## src/brf_pkg.sv

```systemverilog
`default_nettype none

package brf_pkg;

  localparam int DEPTH_DEF     = 1024;
  localparam int MAX_BYTES_DEF = 8;

  localparam int CMD_W  = 2;
  localparam int LEN_W  = 4;
  localparam int DATA_W = 64;
  localparam int CFG_W  = 11;

  localparam logic [CMD_W-1:0] CMD_WRITE = 2'd0;
  localparam logic [CMD_W-1:0] CMD_READ  = 2'd1;
  localparam logic [CMD_W-1:0] CMD_CLEAR = 2'd2;

  typedef enum logic [2:0] {
    ST_IDLE,
    ST_DECIDE,
    ST_WRITE,
    ST_RD_ISSUE,
    ST_RD_TAKE,
    ST_RESULT
  } state_t;

  typedef struct packed {
    logic load;
    logic clear;
    logic wr_byte;
    logic rd_issue;
    logic rd_take;
    logic commit_wr;
    logic commit_rd;
  } ctrl_cmd_t;

  typedef struct packed {
    logic is_write;
    logic is_read;
    logic is_clear;
    logic wr_ok;
    logic rd_ok;
    logic bytes_done;
  } dp_status_t;

endpackage

`default_nettype wire

```

## src/brf_ctrl.sv

```systemverilog
`default_nettype none

module brf_ctrl (
  input  wire logic               clk,
  input  wire logic               rst_n,
  input  wire logic               start,
  input  wire brf_pkg::dp_status_t status,
  output brf_pkg::ctrl_cmd_t      cmd,
  output logic                    busy,
  output logic                    out_valid,
  output logic                    cfg_ready
);

  brf_pkg::state_t state_r;
  brf_pkg::state_t state_nxt;

  always_ff @(posedge clk) begin
    if (!rst_n) begin
      state_r <= brf_pkg::ST_IDLE;
    end else begin
      state_r <= state_nxt;
    end
  end

  always_comb begin
    state_nxt = state_r;
    case (state_r)
      brf_pkg::ST_IDLE: begin
        if (start) state_nxt = brf_pkg::ST_DECIDE;
      end
      brf_pkg::ST_DECIDE: begin
        if (status.is_write && status.wr_ok) begin
          state_nxt = brf_pkg::ST_WRITE;
        end else if (status.is_read && status.rd_ok) begin
          state_nxt = brf_pkg::ST_RD_ISSUE;
        end else begin
          state_nxt = brf_pkg::ST_RESULT;
        end
      end
      brf_pkg::ST_WRITE: begin
        if (status.bytes_done) state_nxt = brf_pkg::ST_RESULT;
      end
      brf_pkg::ST_RD_ISSUE: begin
        if (status.bytes_done) begin
          state_nxt = brf_pkg::ST_RESULT;
        end else begin
          state_nxt = brf_pkg::ST_RD_TAKE;
        end
      end
      brf_pkg::ST_RD_TAKE: state_nxt = brf_pkg::ST_RD_ISSUE;
      brf_pkg::ST_RESULT:  state_nxt = brf_pkg::ST_IDLE;
      default:             state_nxt = brf_pkg::ST_IDLE;
    endcase
  end

  always_comb begin
    cmd       = '0;
    busy      = 1'b1;
    out_valid = 1'b0;
    cfg_ready = 1'b0;
    case (state_r)
      brf_pkg::ST_IDLE: begin
        busy      = 1'b0;
        cfg_ready = !start;
        cmd.load  = start;
      end
      brf_pkg::ST_DECIDE: begin
        cmd.clear = status.is_clear;
      end
      brf_pkg::ST_WRITE: begin
        cmd.wr_byte   = !status.bytes_done;
        cmd.commit_wr = status.bytes_done;
      end
      brf_pkg::ST_RD_ISSUE: begin
        cmd.rd_issue  = !status.bytes_done;
        cmd.commit_rd = status.bytes_done;
      end
      brf_pkg::ST_RD_TAKE: begin
        cmd.rd_take = 1'b1;
      end
      brf_pkg::ST_RESULT: begin
        out_valid = 1'b1;
      end
      default: begin
        busy = 1'b1;
      end
    endcase
  end

`ifndef SYNTH
  a_strobe_single: assert property (@(posedge clk) disable iff (!rst_n)
    out_valid |=> !out_valid && !busy)
    else $error("result strobe held beyond one cycle");

  a_take_after_issue: assert property (@(posedge clk) disable iff (!rst_n)
    cmd.rd_take |-> $past(cmd.rd_issue))
    else $error("byte taken without a preceding read");

  a_load_no_cfg: assert property (@(posedge clk) disable iff (!rst_n)
    cmd.load |-> !cfg_ready)
    else $error("capacity write open while a command loads");
`endif

endmodule

`default_nettype wire

```

## config.mk

```make
export PLATFORM = sky130hd
export DESIGN_NAME = brf_ctrl
export DESIGN_NICKNAME = d
export VERILOG_FILES = /design/src/brf_pkg.sv /design/src/brf_ctrl.sv
export SDC_FILE = /design/constraint.sdc
export NUM_CORES = 1
export LEC_CHECK = 0
export BUFFER_PORTS_ARGS = -buffer_cell sky130_fd_sc_hd__buf_4
export CORE_AREA = 2 2 39 41
export CTS_CLUSTER_SIZE = 10
export DETAILED_ROUTE_END_ITERATION = 16
export DIE_AREA = 0 0 41 43
export SLEW_MARGIN = 15
export SYNTH_ARGS = -nofsm -noshare
export SYNTH_HDL_FRONTEND = slang
export SYNTH_SLANG_ARGS = --single-unit
```

## constraint.sdc

```tcl
create_clock -name clk -period 1.1 [get_ports clk]
set_clock_uncertainty 0.1 [all_clocks]
set_input_delay 0.11 -clock clk [delete_from_list [all_inputs] [get_ports clk]]
set_output_delay 0.11 -clock clk [all_outputs]
set_load 0.01 [all_outputs]
```

==> results.md <==
- Outcome: complete, but fails checks
- Failing checks: setup timing
- Clock-pin slew reported for the worst setup and hold paths after clock tree synthesis: 0.04 ns
- Power density relative to cell area: 2291 nW/um2
- Achievable frequency: 0.7152 GHz
- Via count of the first global-routing pass: 304
- Boundary Pins: 19
- First-pass GRT wire length: 1.228 mm
- Total nets after synthesis: 42
- Buffer depth of the longest clock path: 2
- Total clock buffers created by CTS: 3
- Cell family with most CP delay: simple AND/OR/NAND/NOR gates
- Aggregate global-route resource usage: 0.1033
- Final Non-Filler Cells: 76
- Number of DRC markers after the initial detailed-route iteration: 8
- Critical path endpoint category: output pin
- Clk_lat worst skew: 0.23 ns
- # fillers: 157
- Synthesized instance count: 33
- Area growth from synthesis to layout: 119.1%
- TritonCTS clock tree: done
- Starting density of the core: 0.1944
- Worst-path cell with the longest stage delay: sky130_fd_sc_hd__or3_4
- Max reg flops: 3
- Commonest non-fill, non-tap cells in the layout: 17 x sky130_fd_sc_hd__buf_4, 8 x sky130_fd_sc_hd__buf_6
- Design Power: 0.001350 W
- Die Area: 1763 um2
- Slew headroom: 0.7367
- Unique masters post-synth: 23
- Final setup violation count: 13
- Critical path buffers and inverters: 1
- Most common library cell in the layout ignoring fill and taps: sky130_fd_sc_hd__buf_4
- Layout cells sized above 1: 0.7500
- Count of unresolved DRC violations after routing: 0
- Final count of pins violating max slew: 0
- Worst path arrival time: 1.19 ns
- Number of max-cap violations: 0
- Clock sinks: 3
- Worst reg-to-reg setup slack: -0.15 ns
- Cell depth of the worst min-delay path: 2
- Portion of the post-synthesis area used by sequential elements: 0.2233
- Worst Max-Slew Pin Slew: 0.3950 ns
- Count of state elements after synthesis: 3
- # diodes: 0
- Mean post-synth cell area: 8.152 um2
- Hold Vio Cnt, Final: 0
- Critical path, cell by cell: or3_4 > nor2_4 > buf_6
- Largest registers: state_r: 3 flops
- Worst Setup Slack, final: -0.2982 ns
- Final cell area excluding filler cells: 589.3 um2
- Routed Antenna Nets: 0
- Aggregate global routing overflow: 0
- Largest cells by area after synthesis: sky130_fd_sc_hd__dfxtp_1 22%, sky130_fd_sc_hd__nor3_2 7.4%, sky130_fd_sc_hd__nor2_1 5.6%, sky130_fd_sc_hd__nor3b_1 5.6%, sky130_fd_sc_hd__nor2_2 4.7%
- Minimum clock period after layout: 1.398 ns
- Die Y: 43 um
- Static Leakage: 0.2570 nW
- Class of the worst hold path: in2reg
- Hold buffer count at cts: 0
- Capture instance of the worst register-to-register path: state_r[1]
- Standard-cell row count: 14
- Largest area contributor in the netlist: sky130_fd_sc_hd__dfxtp_1
- Kind of launch point of the worst setup path: flop
- Worst reg2reg startpoint: state_r[0]
- Proportion of netlist area held by the largest area contributor: 0.2233
- Worst VDD drop: 0.0007324 V
- Core area: 1384 um2
- Number of vias in the routed layout: 341
- Unrepaired setup endpoints after global routing: yes
- Number of I/O port buffers: 18
- Largest driver fanout on the critical path: 4
- Antenna violations before repair: 0
- Post-placement cell count: 68
- Hold Startpoint: rst_n
- Kind of critical path: reg2out
- Nets: 70
- Placed Area: 442.9 um2
- Library cell used as clock root buffer: sky130_fd_sc_hd__clkbuf_4
- Crit path required time: 0.89 ns
- Average wire per cell in the routed design: 10.53 um
- Via-per-instance ratio: 4.487
- Area of the mapped netlist: 269.0 um2
- Max incr delay on CP: 0.43 ns
- Total Wirelength: 800 um
- H-tree depth: 1
- Worst reg-to-reg path cell count: 4
- Most flop-heavy register: state_r
- Count of warnings emitted by yosys: 0
- Final critical-path share of the clock period: 1.271
- Die X-Extent: 41 um
- First-pass iteration count of the detailed router: 4
- Endpoint of the worst hold path: state_r[1]
- Pin count of the biggest net entering global routing: 9
- Final weighted congestion of routability-driven global placement: 0.7446
==> power breakdown <==
part	internal (W)	switching [W]
combinational	0.000511	0.000428
sequential	0.000170	0.0000516
clock	0.000136	0.0000537
total	0.000817	0.000533
==> timing repair <==
action                                  4_1_cts  5_1_grt
pin swaps                                     6        4
endpoints found under the setup margin       13       13
resized for setup                            17        8
buffers inserted                              2        3
==> per-stage QoR <==
stage / setup TNS [ns] / hold slack (ns) / setup slack (ns) / util
6_report: -2.466 / 0.03220 / -0.2982 / 0.4259
5_1_grt: -3.068 / 0.03207 / -0.3484 / 0.4259
4_1_cts: -2.563 / 0.03466 / -0.3037 / 0.3924
3_5_place_dp: -0.7789 / 0.2660 / -0.09871 / 0.3201
3_3_place_gp: -0.7826 / 0.2651 / -0.1123 / 0.3201
2_1_floorplan: -0.1642 / 0.1379 / -0.07219 / -
==> cell families (layout without fill, tap and decap cells) <==
| group | after synthesis | count (layout) | share of synthesized area |
|---|---|---|---|
| and+or+nand+nor | 18 | 18 | 0.4418 |
| AOI/OAI and AO/OA | 8 | 8 | 0.2373 |
| buffers and inverters | 4 | 31 | 0.09769 |
| DFF | 3 | 3 | 0.2233 |
==> Yosys cell counts (all sizes together) <==
master and count:
nor3 4, or2 1, a32oi 1, a21o 2, o21a 1, or3 1
or2b 1, a311oi 1, inv 2, nor2 6, nand2b 1, a31oi 1
a22oi 1, and2b 1, nor3b 2, o31a 1, buf 2, dfxtp 3
nand2 1
==> routing by layer <==
layer	vias to the layer above	part of all wire	wire length [um]	track usage
met5	-	0	0	0
met4	0	0	0	0.04000
met3	0	0.059	47	0.03141
met2	15	0.55	437	0.1656
met1	152	0.39	315	0.1218
li1	174	-	-	-
==> area by class of cell <==
type	count	area (um2)	area share
clock buffers	4	26.28	0.04459
inverters	2	7.507	0.01274
multi-input cells	26	246.5	0.4183
flip-flops and latches	3	71.32	0.1210
well taps	16	20.02	0.03397
repair buffers	25	217.7	0.3694
==> worst max path at each step <==
stage                     cells after the start        from         to
after floorplan                               3  state_r[0]  cfg_ready
after global placement                        3  state_r[1]     cmd[4]
after detailed placement                      3  state_r[2]  cfg_ready
after CTS                                     3  state_r[2]  cfg_ready
after global routing                          3  state_r[0]     cmd[5]
final                                         3  state_r[2]  cfg_ready
No activity file was read; power rests on OpenSTA's default activity.
